`src/rtl/msc_pkg.sv`:
```
`timescale 1ns / 1ps

package msc_pkg;

    // Fixed field widths of the item, result and register formats.
    localparam int GREY_W      = 16;
    localparam int GAIN_W      = 24;
    localparam int GAIN_FRAC   = 16;
    localparam int VAR_W       = 2 * GREY_W;
    localparam int ROOT_W      = GREY_W;
    localparam int DIGIT_W     = 4;
    localparam int OUT_W       = 8;
    localparam int STATUS_W    = 2;
    localparam int OP_W        = 2;
    localparam int CFG_INDEX_W = 2;

    localparam logic [OP_W-1:0] OP_CLEAR    = 2'd0;
    localparam logic [OP_W-1:0] OP_GATHER   = 2'd1;
    localparam logic [OP_W-1:0] OP_FINALIZE = 2'd2;
    localparam logic [OP_W-1:0] OP_MAP      = 2'd3;

    localparam logic [STATUS_W-1:0] STAT_OK   = 2'd0;
    localparam logic [STATUS_W-1:0] STAT_FEW  = 2'd1;
    localparam logic [STATUS_W-1:0] STAT_FLAT = 2'd2;

    localparam logic [CFG_INDEX_W-1:0] REG_TARGET_MEAN   = 2'd0;
    localparam logic [CFG_INDEX_W-1:0] REG_TARGET_SPREAD = 2'd1;

    localparam logic [GREY_W-1:0] TARGET_MEAN_RESET   = 16'd32640;
    localparam logic [GREY_W-1:0] TARGET_SPREAD_RESET = 16'd6528;

    typedef enum logic [3:0] {
        ST_IDLE,
        ST_SQUARE,
        ST_ACCUM,
        ST_MAP_MUL,
        ST_DIV_MEAN,
        ST_MUL_NS2,
        ST_MUL_SS,
        ST_DIV_VAR,
        ST_SQRT,
        ST_DIV_GAIN,
        ST_REPLY
    } state_t;

endpackage

```
`src/rtl/mean_spread_contrast_stretch.sv`:
```
`timescale 1ns / 1ps

// Contrast stretch to a target mean and standard deviation, on unsigned grey values with
// FRACTION_BITS fraction bits. Items arrive on the item channel with an opcode: clear zeroes
// the statistics, gather adds a value above 1.0 to the sum, the sum of squares and the count,
// finalize derives mean, sample deviation and gain and answers with a status, and map answers
// with target_mean + gain * (value - mean) saturated to 0..255. One item is worked on at a
// time and the item channel stalls while it is. Clear and an ignored gather are done in the
// idle state; a counted gather and a map run through a shared 4-bit digit-serial multiplier
// that forms the square or the gain product. Finalize runs through the bit-serial chain:
// mean division, the products n * sum_sq and sum * sum, the variance division, the square
// root and the gain division, each one bit per cycle. A finalize over fewer than two values
// goes straight to its reply, and one that finds a zero deviation skips the gain division.
// A finished result sits in an output register, so the next item is taken while it waits
// for its transfer. The configuration port is ready whenever the item channel is not stalled.

module mean_spread_contrast_stretch
    import msc_pkg::*;
#(
    parameter int MAX_PIXELS    = 16777216,
    parameter int FRACTION_BITS = 8
) (
    input  logic                   clk,
    input  logic                   rst_n,

    input  logic                   item_valid,
    output logic                   item_stall,
    input  logic [OP_W-1:0]        opcode,
    input  logic [GREY_W-1:0]      grey_value,

    output logic                   result_valid,
    input  logic                   result_stall,
    output logic [OUT_W-1:0]       mapped_grey,
    output logic [STATUS_W-1:0]    status,
    output logic                   is_finalize_reply,

    input  logic                   cfg_valid,
    output logic                   cfg_ready,
    input  logic [CFG_INDEX_W-1:0] cfg_index,
    input  logic [GREY_W-1:0]      cfg_data
);

    // Accumulator widths follow from the pixel count; the sum of squares times the count
    // holds the numerator of the variance.
    localparam int CNT_W     = $clog2(MAX_PIXELS + 1);
    localparam int LOG_PIX   = $clog2(MAX_PIXELS);
    localparam int SUM_W     = GREY_W + LOG_PIX;
    localparam int SQ_W      = 2 * GREY_W + LOG_PIX;
    localparam int PROD_W    = CNT_W + SQ_W;
    localparam int MM_W      = 2 * CNT_W;
    localparam int DIV_W     = (MM_W > ROOT_W) ? MM_W : ROOT_W;
    localparam int DS_ACC_W  = GAIN_W + GREY_W;
    localparam int T_W       = DS_ACC_W + 2;
    localparam int MAP_SHIFT = GAIN_FRAC + FRACTION_BITS;
    localparam int DIGITS    = GREY_W / DIGIT_W;
    localparam int SQR_REM_W = ROOT_W + 1;
    localparam int MAX_STEPS = (SUM_W > VAR_W) ? SUM_W : VAR_W;
    localparam int STEP_W    = $clog2(MAX_STEPS + 1);

    localparam logic [GREY_W-1:0] GREY_ONE = GREY_W'(1 << FRACTION_BITS);

    // Control and architectural state.
    state_t                 state_reg, state_next;
    logic [STEP_W-1:0]      step_reg, step_next;
    logic [SUM_W-1:0]       sum_reg, sum_next;
    logic [SQ_W-1:0]        sq_reg, sq_next;
    logic [CNT_W-1:0]       cnt_reg, cnt_next;
    logic [GREY_W-1:0]      mean_reg, mean_next;
    logic [GAIN_W-1:0]      gain_reg, gain_next;
    logic [STATUS_W-1:0]    fstat_reg, fstat_next;
    logic [GREY_W-1:0]      tmean_reg, tmean_next;
    logic [GREY_W-1:0]      tspread_reg, tspread_next;
    logic                   res_valid_reg, res_valid_next;

    // Serial datapath registers.
    logic [DS_ACC_W-1:0]    ds_acc_reg, ds_acc_next;
    logic [GAIN_W-1:0]      ds_mcand_reg, ds_mcand_next;
    logic [GREY_W-1:0]      ds_mplier_reg, ds_mplier_next;
    logic                   map_neg_reg, map_neg_next;
    logic                   reply_fin_reg, reply_fin_next;
    logic [DIV_W-1:0]       div_rem_reg, div_rem_next;
    logic [VAR_W-1:0]       div_dq_reg, div_dq_next;
    logic [DIV_W-1:0]       div_den_reg, div_den_next;
    logic [PROD_W-1:0]      mul_acc_reg, mul_acc_next;
    logic [PROD_W-1:0]      mul_mcand_reg, mul_mcand_next;
    logic [SUM_W-1:0]       mul_mplier_reg, mul_mplier_next;
    logic [MM_W-1:0]        mm_acc_reg, mm_acc_next;
    logic [MM_W-1:0]        mm_mcand_reg, mm_mcand_next;
    logic [SQR_REM_W-1:0]   sqr_rem_reg, sqr_rem_next;
    logic [ROOT_W-1:0]      sqr_root_reg, sqr_root_next;
    logic [OUT_W-1:0]       grey_out_reg;
    logic [STATUS_W-1:0]    status_out_reg;
    logic                   fin_out_reg;

    // Handshake and decode.
    logic                   busy;
    logic                   reply_load;
    logic                   item_accept;
    logic                   out_free;
    logic                   step_last;
    logic                   gather_ok;
    logic                   fin_few;

    // Digit-serial multiplier: one 4-bit digit of the multiplier per cycle, MSB first.
    logic [DIGIT_W-1:0]         ds_digit;
    logic [GAIN_W+DIGIT_W-1:0]  ds_part;
    logic [DS_ACC_W-1:0]        ds_acc_step;

    // Bit-serial multiplier and restoring divider.
    logic [PROD_W-1:0]      mul_acc_add;
    logic [PROD_W-1:0]      mul_acc_sub;
    logic [MM_W-1:0]        mm_acc_add;
    logic [DIV_W:0]         div_sh;
    logic [DIV_W:0]         div_diff;
    logic                   div_ge;
    logic [DIV_W-1:0]       div_rem_step;
    logic [VAR_W-1:0]       div_dq_step;
    logic [GAIN_W-1:0]      gain_sat;

    // Restoring square root, two radicand bits per cycle.
    logic [SQR_REM_W+1:0]   sqr_sh;
    logic [SQR_REM_W+1:0]   sqr_trial;
    logic [SQR_REM_W+1:0]   sqr_diff;
    logic                   sqr_ge;
    logic [SQR_REM_W-1:0]   sqr_rem_step;
    logic [ROOT_W-1:0]      sqr_root_step;

    // Map output stage.
    logic [T_W-1:0]         map_base;
    logic [T_W-1:0]         map_t;
    logic [T_W-1:0]         map_shifted;
    logic [OUT_W-1:0]       map_grey;

    assign out_free    = !res_valid_reg || !result_stall;
    assign item_accept = item_valid && !busy;
    assign step_last   = (step_reg == STEP_W'(1));
    assign gather_ok   = (grey_value > GREY_ONE) && (cnt_reg < CNT_W'(MAX_PIXELS));
    assign fin_few     = (cnt_reg < CNT_W'(2));

    assign ds_digit    = ds_mplier_reg[GREY_W-1 -: DIGIT_W];
    assign ds_part     = ds_mcand_reg * ds_digit;
    assign ds_acc_step = (ds_acc_reg << DIGIT_W) + DS_ACC_W'(ds_part);

    assign mul_acc_add = mul_acc_reg + mul_mcand_reg;
    assign mul_acc_sub = mul_acc_reg - mul_mcand_reg;
    assign mm_acc_add  = mm_acc_reg + mm_mcand_reg;

    assign div_sh       = {div_rem_reg, div_dq_reg[VAR_W-1]};
    assign div_diff     = div_sh - {1'b0, div_den_reg};
    assign div_ge       = (div_sh >= {1'b0, div_den_reg});
    assign div_rem_step = div_ge ? div_diff[DIV_W-1:0] : div_sh[DIV_W-1:0];
    assign div_dq_step  = {div_dq_reg[VAR_W-2:0], div_ge};
    assign gain_sat     = (|div_dq_step[VAR_W-1:GAIN_W]) ? {GAIN_W{1'b1}}
                                                         : div_dq_step[GAIN_W-1:0];

    // The radicand is the variance quotient, still held in the divider's quotient register.
    assign sqr_sh        = {sqr_rem_reg, div_dq_reg[VAR_W-1 -: 2]};
    assign sqr_trial     = {1'b0, sqr_root_reg, 2'b01};
    assign sqr_diff      = sqr_sh - sqr_trial;
    assign sqr_ge        = (sqr_sh >= sqr_trial);
    assign sqr_rem_step  = sqr_ge ? sqr_diff[SQR_REM_W-1:0] : sqr_sh[SQR_REM_W-1:0];
    assign sqr_root_step = {sqr_root_reg[ROOT_W-2:0], sqr_ge};

    // A negative sum clamps to zero, anything above the top grey level clamps to 255.
    assign map_base    = T_W'({tmean_reg, {GAIN_FRAC{1'b0}}});
    assign map_t       = map_neg_reg ? (map_base - T_W'(ds_acc_reg))
                                     : (map_base + T_W'(ds_acc_reg));
    assign map_shifted = map_t >> MAP_SHIFT;
    assign map_grey    = map_t[T_W-1] ? OUT_W'(0)
                       : (|map_shifted[T_W-1:OUT_W]) ? {OUT_W{1'b1}}
                       : map_shifted[OUT_W-1:0];

    // Next state.
    always_comb
    begin
        state_next = state_reg;
        unique case (state_reg)
            ST_IDLE:
            begin
                if (item_accept)
                begin
                    unique case (opcode)
                        OP_CLEAR:    state_next = ST_IDLE;
                        OP_GATHER:   state_next = gather_ok ? ST_SQUARE : ST_IDLE;
                        OP_FINALIZE: state_next = fin_few ? ST_REPLY : ST_DIV_MEAN;
                        OP_MAP:      state_next = ST_MAP_MUL;
                    endcase
                end
            end
            ST_SQUARE:   if (step_last) state_next = ST_ACCUM;
            ST_ACCUM:    state_next = ST_IDLE;
            ST_MAP_MUL:  if (step_last) state_next = ST_REPLY;
            ST_DIV_MEAN: if (step_last) state_next = ST_MUL_NS2;
            ST_MUL_NS2:  if (step_last) state_next = ST_MUL_SS;
            ST_MUL_SS:   if (step_last) state_next = ST_DIV_VAR;
            ST_DIV_VAR:  if (step_last) state_next = ST_SQRT;
            ST_SQRT:
            begin
                if (step_last)
                begin
                    state_next = (sqr_root_step == ROOT_W'(0)) ? ST_REPLY : ST_DIV_GAIN;
                end
            end
            ST_DIV_GAIN: if (step_last) state_next = ST_REPLY;
            ST_REPLY:    if (out_free) state_next = ST_IDLE;
            default:     state_next = ST_IDLE;
        endcase
    end

    // State machine outputs.
    always_comb
    begin
        busy       = 1'b1;
        reply_load = 1'b0;
        unique case (state_reg)
            ST_IDLE:  busy = 1'b0;
            ST_REPLY: reply_load = out_free;
            default:  ;
        endcase
    end

    assign item_stall = busy;
    assign cfg_ready  = !busy;

    // Datapath next values.
    always_comb
    begin
        step_next       = step_reg;
        sum_next        = sum_reg;
        sq_next         = sq_reg;
        cnt_next        = cnt_reg;
        mean_next       = mean_reg;
        gain_next       = gain_reg;
        fstat_next      = fstat_reg;
        tmean_next      = tmean_reg;
        tspread_next    = tspread_reg;
        ds_acc_next     = ds_acc_reg;
        ds_mcand_next   = ds_mcand_reg;
        ds_mplier_next  = ds_mplier_reg;
        map_neg_next    = map_neg_reg;
        reply_fin_next  = reply_fin_reg;
        div_rem_next    = div_rem_reg;
        div_dq_next     = div_dq_reg;
        div_den_next    = div_den_reg;
        mul_acc_next    = mul_acc_reg;
        mul_mcand_next  = mul_mcand_reg;
        mul_mplier_next = mul_mplier_reg;
        mm_acc_next     = mm_acc_reg;
        mm_mcand_next   = mm_mcand_reg;
        sqr_rem_next    = sqr_rem_reg;
        sqr_root_next   = sqr_root_reg;

        // A result waiting in the output register stays until its transfer completes.
        if (reply_load)
        begin
            res_valid_next = 1'b1;
        end
        else
        begin
            res_valid_next = res_valid_reg && result_stall;
        end

        if (cfg_valid && cfg_ready)
        begin
            unique case (cfg_index)
                REG_TARGET_MEAN:   tmean_next = cfg_data;
                REG_TARGET_SPREAD: tspread_next = cfg_data;
                default:           ;
            endcase
        end

        unique case (state_reg)
            ST_IDLE:
            begin
                if (item_accept)
                begin
                    unique case (opcode)
                        OP_CLEAR:
                        begin
                            sum_next = '0;
                            sq_next  = '0;
                            cnt_next = '0;
                        end
                        OP_GATHER:
                        begin
                            if (gather_ok)
                            begin
                                ds_acc_next    = '0;
                                ds_mcand_next  = GAIN_W'(grey_value);
                                ds_mplier_next = grey_value;
                                step_next      = STEP_W'(DIGITS);
                            end
                        end
                        OP_FINALIZE:
                        begin
                            reply_fin_next = 1'b1;
                            if (fin_few)
                            begin
                                mean_next  = (cnt_reg == CNT_W'(1)) ? sum_reg[GREY_W-1:0]
                                                                    : GREY_W'(0);
                                gain_next  = '0;
                                fstat_next = STAT_FEW;
                            end
                            else
                            begin
                                // The mean is below 2^GREY_W, so the top part of the sum
                                // is already smaller than the count.
                                div_rem_next = DIV_W'(sum_reg >> GREY_W);
                                div_dq_next  = {sum_reg[GREY_W-1:0], {GREY_W{1'b0}}};
                                div_den_next = DIV_W'(cnt_reg);
                                step_next    = STEP_W'(GREY_W);
                            end
                        end
                        OP_MAP:
                        begin
                            reply_fin_next = 1'b0;
                            map_neg_next   = (grey_value < mean_reg);
                            ds_mplier_next = (grey_value < mean_reg) ? (mean_reg - grey_value)
                                                                     : (grey_value - mean_reg);
                            ds_mcand_next  = gain_reg;
                            ds_acc_next    = '0;
                            step_next      = STEP_W'(DIGITS);
                        end
                    endcase
                end
            end

            ST_SQUARE, ST_MAP_MUL:
            begin
                ds_acc_next    = ds_acc_step;
                ds_mplier_next = ds_mplier_reg << DIGIT_W;
                step_next      = step_reg - STEP_W'(1);
            end

            ST_ACCUM:
            begin
                sum_next = sum_reg + SUM_W'(ds_mcand_reg[GREY_W-1:0]);
                sq_next  = sq_reg + SQ_W'(ds_acc_reg);
                cnt_next = cnt_reg + CNT_W'(1);
            end

            ST_DIV_MEAN:
            begin
                div_rem_next = div_rem_step;
                div_dq_next  = div_dq_step;
                step_next    = step_reg - STEP_W'(1);
                if (step_last)
                begin
                    mean_next       = div_dq_step[GREY_W-1:0];
                    mul_acc_next    = '0;
                    mul_mcand_next  = PROD_W'(sq_reg);
                    mul_mplier_next = SUM_W'(cnt_reg);
                    mm_acc_next     = '0;
                    mm_mcand_next   = MM_W'(cnt_reg - CNT_W'(1));
                    step_next       = STEP_W'(CNT_W);
                end
            end

            // n * sum_sq and n * (n - 1) share the count's bits as multiplier.
            ST_MUL_NS2:
            begin
                if (mul_mplier_reg[0])
                begin
                    mul_acc_next = mul_acc_add;
                    mm_acc_next  = mm_acc_add;
                end
                mul_mcand_next  = mul_mcand_reg << 1;
                mm_mcand_next   = mm_mcand_reg << 1;
                mul_mplier_next = mul_mplier_reg >> 1;
                step_next       = step_reg - STEP_W'(1);
                if (step_last)
                begin
                    mul_mcand_next  = PROD_W'(sum_reg);
                    mul_mplier_next = sum_reg;
                    step_next       = STEP_W'(SUM_W);
                end
            end

            // Subtract sum * sum; the difference n * sum_sq - sum^2 is never negative.
            ST_MUL_SS:
            begin
                if (mul_mplier_reg[0])
                begin
                    mul_acc_next = mul_acc_sub;
                end
                mul_mcand_next  = mul_mcand_reg << 1;
                mul_mplier_next = mul_mplier_reg >> 1;
                step_next       = step_reg - STEP_W'(1);
                if (step_last)
                begin
                    // The variance fits in VAR_W bits, so the upper part is below n * (n - 1).
                    div_rem_next = DIV_W'((mul_mplier_reg[0] ? mul_acc_sub : mul_acc_reg)
                                          >> VAR_W);
                    div_dq_next  = mul_mplier_reg[0] ? mul_acc_sub[VAR_W-1:0]
                                                     : mul_acc_reg[VAR_W-1:0];
                    div_den_next = DIV_W'(mm_acc_reg);
                    step_next    = STEP_W'(VAR_W);
                end
            end

            ST_DIV_VAR:
            begin
                div_rem_next = div_rem_step;
                div_dq_next  = div_dq_step;
                step_next    = step_reg - STEP_W'(1);
                if (step_last)
                begin
                    sqr_rem_next  = '0;
                    sqr_root_next = '0;
                    step_next     = STEP_W'(ROOT_W);
                end
            end

            ST_SQRT:
            begin
                sqr_rem_next  = sqr_rem_step;
                sqr_root_next = sqr_root_step;
                div_dq_next   = div_dq_reg << 2;
                step_next     = step_reg - STEP_W'(1);
                if (step_last)
                begin
                    if (sqr_root_step == ROOT_W'(0))
                    begin
                        gain_next  = '0;
                        fstat_next = STAT_FLAT;
                    end
                    else
                    begin
                        div_rem_next = '0;
                        div_dq_next  = VAR_W'({tspread_reg, {GAIN_FRAC{1'b0}}});
                        div_den_next = DIV_W'(sqr_root_step);
                        step_next    = STEP_W'(VAR_W);
                    end
                end
            end

            ST_DIV_GAIN:
            begin
                div_rem_next = div_rem_step;
                div_dq_next  = div_dq_step;
                step_next    = step_reg - STEP_W'(1);
                if (step_last)
                begin
                    gain_next  = gain_sat;
                    fstat_next = STAT_OK;
                end
            end

            ST_REPLY: ;

            default: ;
        endcase
    end

    always_ff @(posedge clk or negedge rst_n)
    begin
        if (!rst_n)
        begin
            state_reg     <= ST_IDLE;
            step_reg      <= '0;
            sum_reg       <= '0;
            sq_reg        <= '0;
            cnt_reg       <= '0;
            mean_reg      <= '0;
            gain_reg      <= '0;
            fstat_reg     <= STAT_OK;
            tmean_reg     <= TARGET_MEAN_RESET;
            tspread_reg   <= TARGET_SPREAD_RESET;
            res_valid_reg <= 1'b0;
        end
        else
        begin
            state_reg     <= state_next;
            step_reg      <= step_next;
            sum_reg       <= sum_next;
            sq_reg        <= sq_next;
            cnt_reg       <= cnt_next;
            mean_reg      <= mean_next;
            gain_reg      <= gain_next;
            fstat_reg     <= fstat_next;
            tmean_reg     <= tmean_next;
            tspread_reg   <= tspread_next;
            res_valid_reg <= res_valid_next;
        end
    end

    always_ff @(posedge clk)
    begin
        ds_acc_reg     <= ds_acc_next;
        ds_mcand_reg   <= ds_mcand_next;
        ds_mplier_reg  <= ds_mplier_next;
        map_neg_reg    <= map_neg_next;
        reply_fin_reg  <= reply_fin_next;
        div_rem_reg    <= div_rem_next;
        div_dq_reg     <= div_dq_next;
        div_den_reg    <= div_den_next;
        mul_acc_reg    <= mul_acc_next;
        mul_mcand_reg  <= mul_mcand_next;
        mul_mplier_reg <= mul_mplier_next;
        mm_acc_reg     <= mm_acc_next;
        mm_mcand_reg   <= mm_mcand_next;
        sqr_rem_reg    <= sqr_rem_next;
        sqr_root_reg   <= sqr_root_next;
        if (reply_load)
        begin
            grey_out_reg   <= reply_fin_reg ? OUT_W'(0) : map_grey;
            status_out_reg <= fstat_reg;
            fin_out_reg    <= reply_fin_reg;
        end
    end

    assign result_valid      = res_valid_reg;
    assign mapped_grey       = grey_out_reg;
    assign status            = status_out_reg;
    assign is_finalize_reply = fin_out_reg;

endmodule

```
`config.mk`:
```
export PLATFORM = sky130hd
export DESIGN_NAME = mean_spread_contrast_stretch
export DESIGN_NICKNAME = d
export VERILOG_FILES = /design/src/rtl/msc_pkg.sv /design/src/rtl/mean_spread_contrast_stretch.sv
export SDC_FILE = /design/constraint.sdc
export NUM_CORES = 2
export LEC_CHECK = 0
export BUFFER_PORTS_ARGS = -buffer_cell sky130_fd_sc_hd__clkbuf_2
export CAP_MARGIN = 10
export CORE_ASPECT_RATIO = 1.4
export CORE_MARGIN = 8
export CORE_UTILIZATION = 45
export CTS_BUF_LIST = sky130_fd_sc_hd__clkbuf_4
export CTS_CLUSTER_SIZE = 12
export DETAILED_ROUTE_END_ITERATION = 10
export GPL_ROUTABILITY_DRIVEN = 0
export PLACE_DENSITY = 0.6
export RECOVER_POWER = 50
export SLEW_MARGIN = 20
export SYNTH_ARGS = -nofsm -noshare
export SYNTH_HDL_FRONTEND = slang
export SYNTH_SLANG_ARGS = --single-unit
```
`constraint.sdc`:
```
create_clock -name clk -period 9.2 [get_ports clk]
set_input_delay 0.92 -clock clk [delete_from_list [all_inputs] [get_ports clk]]
set_output_delay 0.92 -clock clk [all_outputs]
set_load 0.01 [all_outputs]
```
==> flow_metrics.tcl <==
set metrics [dict create \
    fp-row-count 157 \
    hold_viol 0 \
    die_height_um 445 \
    syn_avg_cell_area_sq_um 8.98 \
    first_pass_iters 9 \
    final.period_utilization_pct 77.0 \
    place_hpwl_um 145000 \
    rr_worst_depth 12 \
    hold_buffers 19 \
    clkTransAtPathRegs_ps 70 \
    ys_seq_area_share_pct 37.2 \
    drv_cap 19 \
    dieWidth_um 322 \
    final_util_pct 48.8 \
    n_fill_cell 12700 \
    final-setup-viol-count 0 \
    skew_ps 86.2 \
    cp-start-kind "flop" \
    slew_viol_final 1009 \
    start_util_pct 45.3 \
    ir_worst_vdd_uv 471 \
    leakage_nw 27.1 \
    cp_slowest_cell "clkbuf_1" \
    r2r-start "state_reg[3]" \
    cts_resized 0 \
    syn_nets 7137 \
    nNetsFinal 7143 \
    tightest_slew_ps 5970 \
    antenna_found_initial 4 \
    io_buffers 54 \
    arrival_ps 7870 \
    cts_tree "built" \
    cts-root-buf "clkbuf_4" \
    status "complete, but fails checks" \
    core_sq_um 131000 \
    synthCells 6580 \
    cp-end-kind "flop" \
    drt_iter0_markers 4051 \
    most-common-layout-cells "619 x nand2_1, 560 x edfxtp_1, 558 x nor2_1, 528 x inv_1, 479 x a21oi_1" \
    syn_to_final_growth_pct 7.83 \
    worstHoldPathType "in -> reg" \
    ys.flop_type "edfxtp_1" \
    ios 55 \
    synthDistinctLibCells 108 \
    dieArea_sq_um 143000 \
    ys_seq_elements 766 \
    wl_per_cell_um 22.6 \
    fmax_mhz 141 \
    ant_nets 0 \
    drive_gt1_share_pct 8.33 \
    violations "max-capacitance violations, max-slew violations" \
    htree_levels 4 \
    layout_commonest_cell "nand2_1" \
    regToRegSetupSlack_ps 2110 \
    crit_fanout 50 \
    power_density_nw_per_um2 396 \
    max_stage_delay_ps 1870 \
    fin_crit_ps 7090 \
    vias 50800 \
    path_buf_inv 4 \
    grt_pass1_vias 51600 \
    yosys_warnings 0 \
    rsz0062_at_grt "no" \
    required_ps 9990 \
    synth_edf_count 560 \
    critical_path_class "reg -> reg" \
    cts.sinks 766 \
    min_from "grey_value[2]" \
    cts_buffers 208 \
    fin_setup_tns_ps 0 \
    gr-usage-all-layers_pct 26.3 \
    grt_pass1_wl_um 296000 \
    cp-startpoint "state_reg[3]" \
    critical_path_depth 12 \
    crit_chain "nor2b_1, clkbuf_1, nand2_1, nand2_1, nand2_1, nand2_2, clkbuf_1, nor3_2, a21oi_4, buf_4, nor2b_4, buf_4" \
    clk_path_buf_depth 3 \
    synthArstFlopShare_pct 26.9 \
    drc 0 \
    grt-ovfl-total 0 \
    path_common_cell "nand2_1" \
    hold_depth 3 \
    clkLatencyLatePin_ps 1220 \
    routed_wl_um 193000 \
    cts_setup_buffers 0 \
    via_per_inst 5.97 \
    crit_family "buffers and inverters" \
    grt_max_degree 99 \
    synthesis.area_sq_um 59100 \
    max_slew_margin_pct -298 \
]
-- synthesized netlist by cell type (all sizes together) (65+ instances only) --
cell / instances / share of area, %
ha: 441 / 9.3
dfrtp: 194 / 8.2
fa: 75 / 2.5
a21oi: 483 / 4.1
nor2: 569 / 3.6
nor3: 129 / 1.1
a21o: 162 / 2.1
nand2: 621 / 3.9
clkbuf: 269 / 1.7
a222oi: 71 / 1.2
nand4: 79 / 0.84
nand3: 127 / 1.1
xnor2: 274 / 4.1
mux2i: 78 / 1.3
o21ai: 439 / 3.7
edfxtp: 560 / 28
xor2: 121 / 1.8
buf: 72 / 0.61
o21bai: 81 / 1.0
inv: 529 / 3.4
and2: 139 / 1.5
nor2b: 65 / 0.69
-- final timing paths --
path | endpoint
hold / removal | ds_mplier_reg[2]
max in group asynchronous | step_reg[3]
setup reg to reg | div_rem_reg[36]
setup / recovery | div_rem_reg[36]
hold reg to reg | status[0]
min in group asynchronous | sq_reg[46]
-- area by class of cell --
type	count	area, sq um	area share, %
Timing Repair Buffer	137	843	1.32
Clock buffer	309	2320	3.64
Inverter	533	2000	3.14
Multi-Input combinational cell	4940	33900	53.2
Sequential cell	766	22000	34.5
Tap cell	1749	2190	3.43
Clock inverter	72	452	0.709
Antenna cell	9	22.5	0.0353
-- power breakdown --
group / internal, mW / switching [mW]
registers: 5.39 / 1.29
clock network: 1.68 / 1.58
logic: 5.79 / 9.53
-- kinds of logic after synthesis --
kind of cell | after synthesis | synth area share (%)
muxes | 123 | 2.18
xor gates and xnor gates | 395 | 5.85
buffers and inverters | 874 | 5.70
DFF | 766 | 37.2
and+or+nand+nor | 2045 | 16.4
AOI/OAI and AO/OA | 1861 | 20.8
adders and majority gates | 516 | 11.9
-- per-layer routing --
metal / part of all wire [%] / global-route usage [%] / wire length (um)
met5: 0.0073 / 0 / 14
met4: 8.0 / 18.7 / 15400
met3: 5.0 / 3.95 / 9560
met2: 50 / 46.8 / 96400
met1: 37 / 28.4 / 71400
-- worst min-delay path, stage by stage --
cell and delay (ps):
clkbuf_2 110, nor2_1 100, a211oi_1 70
-- per-stage QoR --
stage / hold WS (ps) / instances / area [sq um] / setup slack (ps) / power (mW)
6_report: 148 / 8515 / 63800 / 2110 / 25.3
5_1_grt: 62.0 / 8512 / 63700 / 1650 / 27.1
4_1_cts: 30.7 / 8506 / 63900 / 2990 / 25.2
3_5_place_dp: 440 / 8106 / 60900 / 3030 / 21.8
3_3_place_gp: 451 / 8105 / 60900 / 3100 / 21.6
2_1_floorplan: 420 / 6580 / 59100 / 1440 / 17.5
No activity file was read; power rests on OpenSTA's default activity.
